File: config.mk
export PLATFORM = sky130hd
export DESIGN_NAME = dttr_div
export DESIGN_NICKNAME = d
export VERILOG_FILES = /design/src/sv/dttr_pkg.sv /design/src/sv/dttr_div.sv
export SDC_FILE = /design/constraint.sdc
export NUM_CORES = 1
export LEC_CHECK = 0
export BUFFER_PORTS_ARGS = -buffer_cell sky130_fd_sc_hd__buf_2
export CAP_MARGIN = 20
export CORE_MARGIN = 3
export CORE_UTILIZATION = 47
export DETAILED_ROUTE_END_ITERATION = 10
export MAX_ROUTING_LAYER = met4
export PLACE_DENSITY = 0.84
export SLEW_MARGIN = 25
export SYNTH_ARGS = -nofsm -noshare
export SYNTH_HDL_FRONTEND = slang
export SYNTH_SLANG_ARGS = --single-unit
File: constraint.sdc
create_clock -name clk -period 3.9 [get_ports clk]
set_input_delay 0.585 -clock clk [delete_from_list [all_inputs] [get_ports clk]]
set_output_delay 0.585 -clock clk [all_outputs]
set_load 0.01 [all_outputs]
File: src/sv/dttr_pkg.sv
// ----------------------------------------------------------------------------
// Depth-to-time resampler package
// Shared constants, codes and types of the resampler.
// ----------------------------------------------------------------------------
package dttr_pkg;

  localparam int MAX_SAMPLES_DEF = 4096;

  localparam int VSUM_W = 28;
  localparam logic [VSUM_W-1:0] VSUM_MAX = {VSUM_W{1'b1}};
  localparam logic [31:0] TIME_MAX = 32'hFFFF_FFFF;
  localparam int MS_SCALE = 1000;

  // shared multiplier operand width
  localparam int MUL_W = 35;

  // shared divider widths
  localparam int DIVN_W = 68;
  localparam int DIVD_W = 33;
  localparam int DIVR_W = 34;
  localparam int ITER_W = 7;
  localparam logic [ITER_W-1:0] ITERS_LOAD = ITER_W'(32);
  localparam logic [ITER_W-1:0] ITERS_EMIT = ITER_W'(DIVN_W);

  typedef enum logic [2:0] {
    CFG_FIRST_DEPTH = 3'd0,
    CFG_DEPTH_STEP  = 3'd1,
    CFG_TIME_STEP   = 3'd2,
    CFG_OUT_COUNT   = 3'd3,
    CFG_NULL_VALUE  = 3'd4
  } cfg_idx_t;

  typedef enum logic [4:0] {
    S_IDLE,
    S_L_M1,
    S_L_M2,
    S_L_M3,
    S_L_DIV,
    S_L_WAIT,
    S_E_X,
    S_E_RD0,
    S_E_CHK0,
    S_E_WALK,
    S_E_WCHK,
    S_E_RDA,
    S_E_RDB,
    S_E_CAPB,
    S_E_M0,
    S_E_M1,
    S_E_M2,
    S_E_WAIT,
    S_E_OUT
  } state_t;

  typedef struct packed {
    logic              start;
    logic [ITER_W-1:0] iters;
  } div_ctl_t;

  typedef struct packed {
    logic busy;
    logic done;
  } div_sts_t;

endpackage

File: src/sv/dttr_div.sv
// ----------------------------------------------------------------------------
// Shared restoring divider
// One quotient bit per cycle; remainder and numerator preloaded by caller.
// ----------------------------------------------------------------------------
module dttr_div import dttr_pkg::*; (
  input  logic              clk,
  input  logic              rst_n,
  input  div_ctl_t          ctl,
  input  logic [DIVR_W-1:0] rem_init,
  input  logic [DIVN_W-1:0] num_init,
  input  logic [DIVD_W-1:0] den,
  output div_sts_t          sts,
  output logic [DIVN_W-1:0] quo,
  output logic [DIVR_W-1:0] rem
);

  logic [ITER_W-1:0] cnt_r;
  logic              done_r;
  logic [DIVR_W-1:0] rem_r;
  logic [DIVN_W-1:0] qr_r;
  logic [DIVD_W-1:0] den_r;
  logic [DIVR_W-1:0] rs;
  logic [DIVR_W:0]   diff;

  assign rs   = {rem_r[DIVR_W-2:0], qr_r[DIVN_W-1]};
  assign diff = {1'b0, rs} - (DIVR_W+1)'(den_r);

  always_ff @(posedge clk) begin
    if (!rst_n) begin
      cnt_r  <= '0;
      done_r <= 1'b0;
    end else begin
      done_r <= 1'b0;
      if (ctl.start) begin
        cnt_r <= ctl.iters;
      end else if (cnt_r != '0) begin
        cnt_r <= cnt_r - ITER_W'(1);
        if (cnt_r == ITER_W'(1)) begin
          done_r <= 1'b1;
        end
      end
    end
  end

  always_ff @(posedge clk) begin
    if (ctl.start) begin
      rem_r <= rem_init;
      qr_r  <= num_init;
      den_r <= den;
    end else if (cnt_r != '0) begin
      // keep the trial difference when it does not go negative
      rem_r <= diff[DIVR_W] ? rs : diff[DIVR_W-1:0];
      qr_r  <= {qr_r[DIVN_W-2:0], ~diff[DIVR_W]};
    end
  end

  assign sts.busy = (cnt_r != '0);
  assign sts.done = done_r;
  assign quo      = qr_r;
  assign rem      = rem_r;

endmodule

; Word level (Yosys, flattened, before mapping)
; Index checks and enable logic that the tools add are counted.
[word_totals]
register_bits = 143
in_bits = 145
output_inout_bits = 104
[classes]
addsub = 2
n_eq_ne = 1
muxes = 8
bitwise_logic = 3
n_reduce_logical = 3
[op_table]
columns = op, count
row1 = 2-to-1 mux 68 bit, 2
row2 = 2-to-1 mux 34 bit, 3
row3 = subtractor 34 x 33 -> 35 bit, 1
row4 = 2-to-1 mux 7 bit, 2
row5 = equality test 7 x 1 -> 1 bit (second input constant), 1
row6 = nonzero test 7 bit, 1
row7 = subtractor 7 x 1 -> 7 bit (second input constant), 1
row8 = inverter 1 bit, 3
row9 = OR reduction 3 bit, 1
row10 = nonzero test 2 bit, 1
row11 = 2-to-1 mux 1 bit, 1

; Depth between registers and ports, before layout
; Gate-level depths: netlist of run 1.
[logic_depth]
word_depth = 4
depth_mapped = 13
ltp_nobuf = 11

; Worst setup path before layout of run 1
; OpenSTA, ideal clock, no wires.
[synth_timing]
path_kind = register to register
startpoint = register cnt_r[0]
endpoint = register qr_r[0], in the netlist quo[0] (enable)
setup_time_ns = 0.478
t_arrival_ns = 3.441
t_required_ns = 3.422
path_slack_ns = -0.019
path_stages_with_launch = 5
path_buffers = 0
synth_period_minus_slack_ns = 3.919
cell_sequence = dfxtp_1 inv_1 ha_1 nand3b_1 nand2b_1
[synth_lines]
columns = element, line_no
row1 = start: declaration, dttr_div.sv:17  ; logic [ITER_W-1:0] cnt_r;
row2 = start signal: assignment, dttr_div.sv:35  ; cnt_r <= ctl.iters;
row3 = start signal: assignment, dttr_div.sv:37  ; cnt_r <= cnt_r - ITER_W'(1);
row4 = end signal: assignment, dttr_div.sv:48  ; qr_r <= num_init;
row5 = end signal: assignment, dttr_div.sv:53  ; qr_r <= {qr_r[DIVN_W-2:0], ~diff[DIVR_W]};
row6 = end: declaration, dttr_div.sv:20  ; logic [DIVN_W-1:0] qr_r;

; Worst setup path after layout of run 1
[layout_timing]
startpoint = register qr_r[67], in the netlist quo[67]
endpoint = register rem_r[31], in the netlist rem[31] (data pin)
[layout_via]
elab_chain_len = 4
[layout_rtl]
columns = element, line_no
row1 = subtractor 34 x 33 -> 35 bit, dttr_div.sv:26  ; assign diff = {1'b0, rs} - (DIVR_W+1)'(den_r);
row2 = 2-to-1 mux 34 bit, dttr_div.sv:52  ; rem_r <= diff[DIVR_W] ? rs : diff[DIVR_W-1:0];
row3 = 2-to-1 mux 34 bit, dttr_div.sv:50  ; end else if (cnt_r != '0) begin
row4 = 2-to-1 mux 34 bit, dttr_div.sv:46  ; if (ctl.start) begin
row5 = end signal: assignment, dttr_div.sv:47  ; rem_r <= rem_init;
row6 = end signal: assignment, dttr_div.sv:52
row7 = end: declaration, dttr_div.sv:19  ; logic [DIVR_W-1:0] rem_r;
; Every way passes these cells. The select of a mux whose other input is x is not followed.
; A chain may end at the register's enable or synchronous reset.

==> flow_summary_export.csv, run 1 <==
group,metric,value,unit
drt,first_pass_iters,5,
clock_network,cts_tree,"built",
drt,drt-initial-drc-count,392,
setup_path,cpMaxStageDelayCell,"or4b_1",
sta,slew_violations,0,
placed_design,post-place-ws,0.5404,ns
clock_network,numCtsBuffers,17,
setup_path,cp_top_family,"compound AO/OA/AOI/OAI gates",
yosys,synthArstFlopShare,0,
sta,finalSetupTns,0,ns
yosys,synth_top_area_frac,0.5037,
grt,grt_start_max_net_pins,103,
min_path,holdCritPathClass,"in2reg",
yosys,synth_seq_area_share,0.5236,
placed_design,io_buffers,248,
yosys,synthesis.nets,875,
yosys,synth_top_flop_cell,"edfxtp_1",
setup_path,crit_type,"reg2reg",
drt,vias_per_cell,5.474,
clock_network,ctsResizeCount,0,
clock_network,clock_path_buffers,2,
power_and_ir_drop,power_density,736.3,nW/um2
floorplan,die_h,136.9,um
layout,nets,1116,
grt,grt_pass1_wl,32930,um
sta,worst_slew_pin_slew,0.6943,ns
yosys,ys_top_cells_by_area,"edfxtp_1 (50%), mux2_2 (9.9%), ha_1 (5.4%)",
sta,finalCritPeriodShare,0.8676,
sta,fin_crit,3.384,ns
yosys,netlist_area,8048,um2
power_and_ir_drop,power,7.448,mW
yosys,synth_top_area_cell,"edfxtp_1",
yosys,synth_edf_count,135,
layout,drive_gt1_frac,0.3882,
drt,ant_nets,0,
floorplan,dieArea,18730,um2
setup_path,cp.required,4.07,ns
setup_path,critPathMaxFanout,12,
placed_design,gp_congestion,0.8969,
sta,hold_viol,0,
sta,fin_ws,0.5162,ns
min_path,hold_start,"den[1]",
grt,grt.total_usage,0.2352,
setup_path,cp_cell_sequence,"inv_1 -> ha_1 -> fa_1 -> nand2b_1 -> a21oi_1 -> o2111ai_1 -> a21oi_2 -> nor3_2 -> o221a_1 -> or4b_1 -> nor3b_1",
power_and_ir_drop,peakVddDrop,0.0003971,V
clock_network,cts_hold_buf,0,
run,cap_violations,0,
placed_design,dpl.hpwl,15890,um
floorplan,core,16640,um2
clock_network,post_cts_buffers,0,
sta,timing.fmax,0.2955,GHz
layout,area_delta_synth_final,25.68,%
setup_path,critPathArrivalTime,3.56,ns
floorplan,row_count,47,
sta,rsz0062_at_grt,"false",
drt,drc,0,
drt,wl_per_cell,18.05,um
floorplan,die_x,136.9,um
sta,holdWs,0.3353,ns
clock_network,cts.clk_slew.worst_paths,0.07,ns
setup_path,path_depth,11,
power_and_ir_drop,leakage,4.493,nW
drt,drt-total-wl,21150,um
setup_path,slowest_delay,0.58,ns
yosys,yosysUniqueCellTypes,61,
placed_design,placed_area,9495,um2
clock_network,cts_root_buffer,"clkbuf_16",
yosys,ys_ff_latch,143,
setup_path,r2r_cells,11,
layout,utilization,0.6078,
setup_path,r2r_slack,0.52,ns
yosys,ys.warnings.count,0,
clock_network,cts.sinks,143,
min_path,whs_endpoint,"den_r[1]",
outcome,status,"completed",
setup_path,end_kind,"flip-flop",
setup_path,start_kind,"flip-flop",
sta,skew,0.01212,ns
min_path,worstHoldPathCells,1,
layout,fillers,1389,
setup_path,path_buf_inv,1,
setup_path,r2r_end,"rem[31]",
grt,first_global_vias,6577,
yosys,synthCells,694,
clock_network,clk_latency,0.43,ns
floorplan,io_pins,249,
placed_design,placed_cells,1136,
clock_network,htree_levels,4,
sta,setup_viol,0,
setup_path,r2r_start,"quo[67]",
floorplan,initial_core_util,0.4836,
yosys,syn_area_per_cell,11.60,um2
grt,gr-total-overflow,0,
drt,route.vias.total,6415,
grt,antenna_found_initial,3,
sta,maxSlewHeadroom,0.5365,
layout,instances_no_fill,1172,
layout,fin_area,10110,um2
[power by group]
| part | total [mW] | leakage (nW) | internal (mW) | switching [mW] |
|---|---|---|---|---|
| registers | 2.40 | 1.45 | 2.15 | 0.255 |
| logic | 3.34 | 2.75 | 1.44 | 1.90 |
| clock network | 1.70 | 0.302 | 0.978 | 0.721 |
| total | 7.45 | 4.49 | 4.57 | 2.88 |
[worst reg2reg max path: cells and delay by family, from the launching register on]
kind	cells	cell delay, ns
AOI/OAI and AO/OA	4	1.11
DFF	1	0.34
and+or+nand+nor	4	1.00
adders and majority gates	2	0.63
buffers and inverters	1	0.05
[cell type report]
cell class | count | area (um2) | share of cell area
clock buffers | 17 | 425.4 | 0.04206
flip-flops and latches | 143 | 4214 | 0.4166
inverters | 44 | 165.2 | 0.01633
repair buffers | 255 | 1309 | 0.1294
multi-input cells | 474 | 3532 | 0.3492
diodes | 4 | 10.01 | 0.0009896
well taps | 220 | 275.3 | 0.02721
clock inverters | 15 | 183.9 | 0.01818
[cells in the mapped netlist, drive strengths merged, types with 9 or more instances]
cell type,instances
nor2,49
nand2,41
mux2,71
clkbuf,22
nand3,9
nor3,10
nand4,9
mux2i,26
o21ai,25
a21o,11
ha,35
xnor2,20
edfxtp,135
a21oi,70
inv,44
buf,11
xor2,10
[layout by cell type (no fill, tap or decap), types with 19 or more instances in the layout]
cell type  netlist  routed
buf_2            5     247
edfxtp_1       135     135
mux2_2          71      71
a21oi_1         69      69
nor2_1          48      48
inv_1           44      43
nand2_1         41      41
ha_1            35      35
mux2i_1         26      26
xnor2_1         20      20
o21ai_0         19      19
[layer usage]
layer,share of wire,up-vias,global-route usage
li1,-,3066,-
met1,0.39,3045,0.2732
met2,0.51,269,0.3965
met3,0.083,35,0.06801
met4,0.022,0,0.07262
met5,0,-,-
[cell families after synthesis]
kind of cell,count (synthesis),share of synthesized area
compound gates,155,0.1200
xor+xnor,30,0.03265
fa+ha+maj,36,0.05690
buf+inv,77,0.04058
flops,143,0.5236
mux,97,0.1317
simple gates,156,0.09453
[state kept, by name (all words and copies together) (netlist names)]
| signal | flops |
|---|---|
| den_r | 33 |
| rem | 34 |
| cnt_r | 7 |
| done_r | 1 |
| quo | 68 |
[worst max path at each step]
stage               startpoint      end  slack (ns)
floorplan              quo[67]  rem[31]        0.94
global placement       quo[67]  rem[31]        0.61
detailed placement     quo[67]  rem[31]        0.54
CTS                    quo[67]  rem[31]        0.50
global route           quo[67]  rem[31]        0.32
finish                 quo[67]  rem[31]        0.52
Note: power is estimated with default switching activity, not from simulation.
==> run 2, diff against run 1 <==
--- a/config.mk
+++ b/config.mk
@@ -5,13 +5,14 @@
 export SDC_FILE = /design/constraint.sdc
 export NUM_CORES = 1
 export LEC_CHECK = 0
+export ABC_AREA = 1
 export BUFFER_PORTS_ARGS = -buffer_cell sky130_fd_sc_hd__buf_2
 export CAP_MARGIN = 20
-export CORE_MARGIN = 3
-export CORE_UTILIZATION = 47
+export CORE_MARGIN = 5
+export CORE_UTILIZATION = 53
 export DETAILED_ROUTE_END_ITERATION = 10
 export MAX_ROUTING_LAYER = met4
-export PLACE_DENSITY = 0.84
+export PLACE_DENSITY = 0.88
 export SLEW_MARGIN = 25
 export SYNTH_ARGS = -nofsm -noshare
 export SYNTH_HDL_FRONTEND = slang
==> constraint.sdc (replaced) <==
create_clock -name clk -period 3.3 [get_ports clk]
set_input_delay 0.495 -clock clk [delete_from_list [all_inputs] [get_ports clk]]
set_output_delay 0.495 -clock clk [all_outputs]
set_load 0.01 [all_outputs]
==> run 2 against run 1 <==
Net effect: combinational power increased by 31%; total power rose by 23%; fmax rose by 17%; sequential share of layout area down 3.1 points; sequential power up 16%.
==> flow_summary_export.csv, run 2 <==
group,metric,value,unit
drt,wl_per_cell,16.21,um
power_and_ir_drop,p_sw_frac,0.4385,
setup_path,r2r_start,"quo[67]",
placed_design,gp_congestion,0.9671,
grt,grt_pass1_wl,41280,um
yosys,ys_ff_latch,143,
sta,rsz0062_at_grt,"false",
setup_path,critPathArrivalTime,3.07,ns
clock_network,cts_hold_buf,0,
placed_design,io_buffers,248,
layout,instances_no_fill,1620,
placed_design,placed_area,10270,um2
power_and_ir_drop,peakVddDrop,0.0004567,V
layout,final_common_cell,"nand2_1",
power_and_ir_drop,power_density,842.3,nW/um2
setup_path,end_kind,"flip-flop",
yosys,synth_top_area_cell,"edfxtp_1",
setup_path,cpMaxStageDelayCell,"nand2_4",
setup_path,startpoint,"quo[67]",
min_path,hold_start,"den[16]",
setup_path,crit_type,"reg2reg",
floorplan,die_h,139.0,um
drt,drc,0,
setup_path,path_common_cell,"nand3_1",
yosys,syn_area_per_cell,7.748,um2
grt,grt.total_usage,0.2761,
layout,largest_reg_flops,68,
drt,vias_per_cell,5.148,
drt,ant_nets,0,
setup_path,r2r_slack,0.42,ns
yosys,synthArstFlopShare,0,
sta,setup_viol,0,
sta,fin_crit,2.883,ns
clock_network,cts_tree,"built",
clock_network,htree_levels,4,
yosys,synth_common_cells,"nand2_1 (496), inv_1 (142), edfxtp_1 (135), nor2_1 (69), nand3_1 (51)",
floorplan,initial_core_util,0.5355,
grt,grt_start_max_net_pins,105,
power_and_ir_drop,power_frac_seq,0.304,
floorplan,die_x,139.0,um
sta,timing.fmax,0.3468,GHz
sta,slew_violations,0,
sta,maxSlewHeadroom,0.6060,
power_and_ir_drop,clkPwrFrac,0.221,
layout,drive_gt1_frac,0.2346,
sta,worst_slew_pin_slew,0.5904,ns
power_and_ir_drop,p_switching,4.032,mW
setup_path,crit_path_end,"rem[24]",
yosys,synth_top_area_frac,0.4598,
clock_network,cts.sinks,143,
clock_network,cts_root_buffer,"clkbuf_16",
sta,finalCritPeriodShare,0.8737,
setup_path,cp.required,3.49,ns
setup_path,path_depth,13,
yosys,synthCells,1138,
yosys,yosysUniqueCellTypes,39,
yosys,synthesis.nets,1319,
clock_network,ctsResizeCount,0,
clock_network,clock_path_buffers,2,
setup_path,cp_top_family,"simple AND/OR/NAND/NOR gates",
setup_path,path_buf_inv,2,
sta,hold_viol,0,
floorplan,io_pins,249,
layout,nets,1562,
power_and_ir_drop,leakage,5.748,nW
clock_network,cts.clk_slew.worst_paths,0.07,ns
setup_path,critPathMaxFanout,49,
drt,drt-total-wl,26260,um
layout,area_delta_synth_final,23.81,%
clock_network,post_cts_buffers,0,
drt,drt-initial-drc-count,645,
drt,route.vias.total,8339,
grt,gr-total-overflow,0,
setup_path,r2r_end,"rem[24]",
yosys,ys_top_cells_by_area,"edfxtp_1 (46%), nand2_1 (21%), inv_1 (6.0%)",
power_and_ir_drop,power,9.195,mW
setup_path,r2r_cells,13,
placed_design,placed_cells,1582,
setup_path,cp_cell_sequence,"inv_1 -> ha_1 -> fa_1 -> inv_1 -> nand3_1 -> nand3_2 -> nand2_2 -> nand2_2 -> nand2_4 -> nand2_4 -> nand3_1 -> nand3_1 -> nand2_1",
yosys,synth_edf_count,135,
setup_path,start_kind,"flip-flop",
outcome,status,"completed",
floorplan,dieArea,19320,um2
run,cap_violations,0,
placed_design,dpl.hpwl,20100,um
yosys,ys.warnings.count,0,
grt,antenna_found_initial,5,
clock_network,clk_latency,0.43,ns
floorplan,row_count,47,
floorplan,core,16470,um2
drt,first_pass_iters,5,
yosys,yosysMostFrequentCell,"nand2_1",
sta,finalSetupTns,0,ns
yosys,synth_top_flop_cell,"edfxtp_1",
yosys,synth_seq_area_share,0.4779,
layout,final_cell_mix,"nand2_1 (496), buf_2 (247), inv_1 (141)",
sta,skew,0.01135,ns
setup_path,slowest_delay,0.51,ns
layout,utilization,0.6630,
yosys,netlist_area,8817,um2
layout,fin_area,10920,um2
min_path,holdCritPathClass,"in2reg",
clock_network,numCtsBuffers,17,
power_and_ir_drop,combinationalPowerShare,0.475,
power_and_ir_drop,intPower,5.163,mW
grt,first_global_vias,8228,
[run 2: kinds of logic (layout without fill, tap and decap cells)]
kind of cell	Yosys count	in the layout	synth area share
AND/OR/NAND/NOR	681	681	0.3204
buffers and inverters	182	438	0.08188
flip-flops	143	143	0.4779
AO/OA/AOI/OAI	77	77	0.04896
adder cells (fa/ha/maj)	36	36	0.05194
XOR/XNOR	19	19	0.01887
other	0	6	0
[run 2: how the worst min path moves through the flow]
stage               slack [ns]  cells past startpoint        end
floorplan                 0.47                      2   cnt_r[1]
global route              0.22                      1  den_r[26]
finish                    0.24                      1  den_r[16]
detailed placement        0.50                      2   cnt_r[1]
global placement          0.50                      2   cnt_r[1]
CTS                       0.23                      1  den_r[25]
[run 2: final cells by class]
class	count	area, um2
Timing Repair Buffer	255	1321
Fill cell	1452	5549
Clock buffer	17	425.4
Inverter	151	571.8
Sequential cell	143	4214
Tap cell	220	275.3
Clock inverter	15	210.2
Antenna cell	6	15.01
Multi-Input combinational cell	813	3884
[run 2: power by group through the flow]
| stage | Combinational, mW | Clock [mW] | Sequential [mW] |
|---|---|---|---|
| after floorplan | 2.90 | 0 | 2.94 |
| after global placement | 4.23 | 0 | 2.80 |
| after detailed placement | 4.30 | 0 | 2.81 |
| after CTS | 4.34 | 2.06 | 2.78 |
| after global routing | 4.86 | 2.14 | 2.83 |
| final | 4.37 | 2.03 | 2.79 |
[run 2: through the flow]
stage | hold slack (ns) | worst slack [ns]
after floorplan | 0.4701 | 0.07840
after global placement | 0.4971 | 0.5535
after detailed placement | 0.4995 | 0.4451
after CTS | 0.2265 | 0.4284
after global routing | 0.2238 | 0.2499
final | 0.2386 | 0.4167
[run 2: layer usage]
| metal | GRT usage | share of wire | vias to the layer above |
|---|---|---|---|
| met5 | - | 0 | - |
| met4 | 0.1020 | 0.036 | 0 |
| met3 | 0.06414 | 0.080 | 67 |
| met2 | 0.4633 | 0.49 | 379 |
| met1 | 0.3252 | 0.39 | 3758 |
| li1 | - | - | 4135 |
[run 2: worst register-to-register path, cell delays in order, from the launching register on]
cell and delay [ns]:
edfxtp_1 0.36, inv_1 0.05, ha_1 0.21, fa_1 0.45, inv_1 0.11, nand3_1 0.11
nand3_2 0.14, nand2_2 0.07, nand2_2 0.09, nand2_4 0.18, nand2_4 0.51, nand3_1 0.19
nand3_1 0.11, nand2_1 0.06
==> run 3, diff against run 2 <==
--- a/config.mk
+++ b/config.mk
@@ -12,7 +12,7 @@
 export CORE_UTILIZATION = 53
 export DETAILED_ROUTE_END_ITERATION = 10
 export MAX_ROUTING_LAYER = met4
-export PLACE_DENSITY = 0.88
+export PLACE_DENSITY_LB_ADDON = 0.3
 export SLEW_MARGIN = 25
 export SYNTH_ARGS = -nofsm -noshare
 export SYNTH_HDL_FRONTEND = slang
==> run 3 against run 2 <==
Net effect: cell area down 0.25%; clock-buffer cell count unchanged; clock skew decreased by 0.00077 ns; critical endpoint unchanged; largest power group unchanged.
==> flow_summary_export.csv, run 3 (synthesis gave the netlist of run 2 again) <==
group,metric,value,unit
clock_network,cts_hold_buf,0,
placed_design,io_buffers,248,
setup_path,r2r_start,"quo[67]",
power_and_ir_drop,clkPwrFrac,0.222,
drt,vias_per_cell,5.102,
layout,final_common_cell,"nand2_1",
setup_path,r2r_cells,13,
grt,grt_pass1_wl,41440,um
power_and_ir_drop,intPower,5.214,mW
power_and_ir_drop,leakage,5.733,nW
layout,multi_input_area,3884,um2
grt,antenna_found_initial,3,
setup_path,crit_type,"reg2reg",
power_and_ir_drop,p_sw_frac,0.4309,
layout,ff_latch_area,4214,um2
power_and_ir_drop,peakVddDrop,0.0004361,V
clock_network,post_cts_buffers,0,
sta,hold_viol,0,
sta,finalCritPeriodShare,0.8738,
grt,first_global_vias,8090,
layout,fillers,1448,
clock_network,clock_path_buffers,2,
setup_path,cpMaxStageDelayCell,"nand2_4",
sta,rsz0062_at_grt,"false",
drt,drt-total-wl,25860,um
min_path,holdCritPathClass,"in2reg",
clock_network,cts.clk_slew.worst_paths,0.07,ns
setup_path,end_kind,"flip-flop",
sta,slew_violations,0,
sta,setup_viol,0,
grt,grt.total_usage,0.2742,
min_path,whs_endpoint,"den_r[0]",
layout,area_delta_synth_final,23.50,%
drt,wl_per_cell,15.99,um
grt,grt_start_max_net_pins,64,
power_and_ir_drop,combinationalPowerShare,0.473,
sta,maxSlewHeadroom,0.5631,
setup_path,start_kind,"flip-flop",
layout,final_cell_mix,"nand2_1 (496), buf_2 (247), inv_1 (141)",
layout,nets,1562,
clock_network,cts.sinks,143,
power_and_ir_drop,p_switching,3.948,mW
floorplan,die_h,139.0,um
floorplan,row_count,47,
setup_path,critPathArrivalTime,3.06,ns
clock_network,cts_root_buffer,"clkbuf_16",
sta,fin_ws,0.4166,ns
sta,finalSetupTns,0,ns
min_path,hold_start,"den[0]",
drt,first_pass_iters,5,
run,cap_violations,0,
setup_path,path_common_cell,"nand3_1",
power_and_ir_drop,power_frac_seq,0.304,
clock_network,numCtsBuffers,17,
placed_design,gp_congestion,0.9478,
clock_network,ctsResizeCount,0,
floorplan,die_x,139.0,um
sta,holdWs,0.2390,ns
clock_network,clk_latency,0.43,ns
layout,fin_area,10890,um2
sta,timing.fmax,0.3468,GHz
min_path,worstHoldPathCells,1,
drt,ant_nets,0,
outcome,status,"completed",
layout,largest_reg_flops,68,
power_and_ir_drop,power_density,841.3,nW/um2
sta,skew,0.01058,ns
floorplan,core,16470,um2
setup_path,critPathMaxFanout,49,
drt,route.vias.total,8250,
floorplan,initial_core_util,0.5355,
floorplan,dieArea,19320,um2
drt,drc,0,
placed_design,post-place-ws,0.4121,ns
setup_path,r2r_end,"rem[24]",
placed_design,dpl.hpwl,19590,um
layout,drive_gt1_frac,0.2346,
setup_path,cp.required,3.48,ns
placed_design,placed_area,10270,um2
grt,gr-total-overflow,0,
clock_network,cts_tree,"built",
clock_network,htree_levels,4,
sta,fin_crit,2.883,ns
sta,worst_slew_pin_slew,0.6553,ns
setup_path,cp_cell_sequence,"inv_1 -> ha_1 -> fa_1 -> inv_1 -> nand3_1 -> nand3_2 -> nand2_2 -> nand2_2 -> nand2_4 -> nand2_4 -> nand3_1 -> nand3_1 -> nand2_1",
drt,drt-initial-drc-count,499,
setup_path,r2r_slack,0.42,ns
setup_path,slowest_delay,0.50,ns
floorplan,io_pins,249,
run 3: cell count changes in the layout (fill, tap and decap cells not counted):
cell	before	now
clkinv_8	6	1
clkinvlp_4	1	4
inv_6	2	4
clkinv_4	1	0
diode_2	6	3
bufinv_16	1	2
run 3: stage by stage:
| stage | utilization | power (mW) | instances |
|---|---|---|---|
| final | 0.6613 | 9.161 | 1617 |
| after global routing | 0.6613 | 9.836 | 1617 |
| after CTS | 0.6609 | 9.170 | 1614 |
| after detailed placement | 0.6235 | 7.110 | 1582 |
| after global placement | 0.6235 | 7.035 | 1582 |
| after floorplan | - | 5.838 | 1138 |
run 3: how the worst max path moves through the flow:
stage | from | end | cells past startpoint
3_3_place_gp | rem[7] | rem[21] | 13
5_1_grt | quo[67] | rem[21] | 13
4_1_cts | quo[67] | rem[24] | 13
6_report | quo[67] | rem[24] | 13
3_5_place_dp | quo[67] | rem[24] | 13
2_1_floorplan | cnt_r[0] | quo[0] | 9
run 3: power by group through the flow:
stage / logic, mW / registers, mW / clock network (mW)
detailed placement: 4.29 / 2.82 / 0
floorplan: 2.90 / 2.94 / 0
global placement: 4.23 / 2.81 / 0
CTS: 4.32 / 2.79 / 2.05
finish: 4.34 / 2.79 / 2.04
global route: 4.86 / 2.84 / 2.14
run 3: area by class of cell:
| cell class | count | area share |
|---|---|---|
| Antenna cell | 3 | 0.0006894 |
| Clock buffer | 17 | 0.03907 |
| Clock inverter | 15 | 0.01747 |
| Inverter | 151 | 0.05251 |
| Multi-Input combinational cell | 813 | 0.3567 |
| Sequential cell | 143 | 0.3870 |
| Tap cell | 220 | 0.02528 |
| Timing Repair Buffer | 255 | 0.1213 |
run 3: worst max-delay path, delay by kind of cell, from the launching register on:
family | cells | cell delay, ns
adder cells (fa/ha/maj) | 2 | 0.69
flip-flops | 1 | 0.36
AND/OR/NAND/NOR | 9 | 1.41
buffers and inverters | 2 | 0.16
run 3: routing by layer:
layer / wire (um) / part of all wire / vias up / GRT usage
met5: 0 / 0 / - / -
met4: 582 / 0.023 / 0 / 0.08136
met3: 2037 / 0.079 / 40 / 0.06414
met2: 13030 / 0.50 / 311 / 0.4654
met1: 10210 / 0.39 / 3775 / 0.3269
li1: - / - / 4124 / -
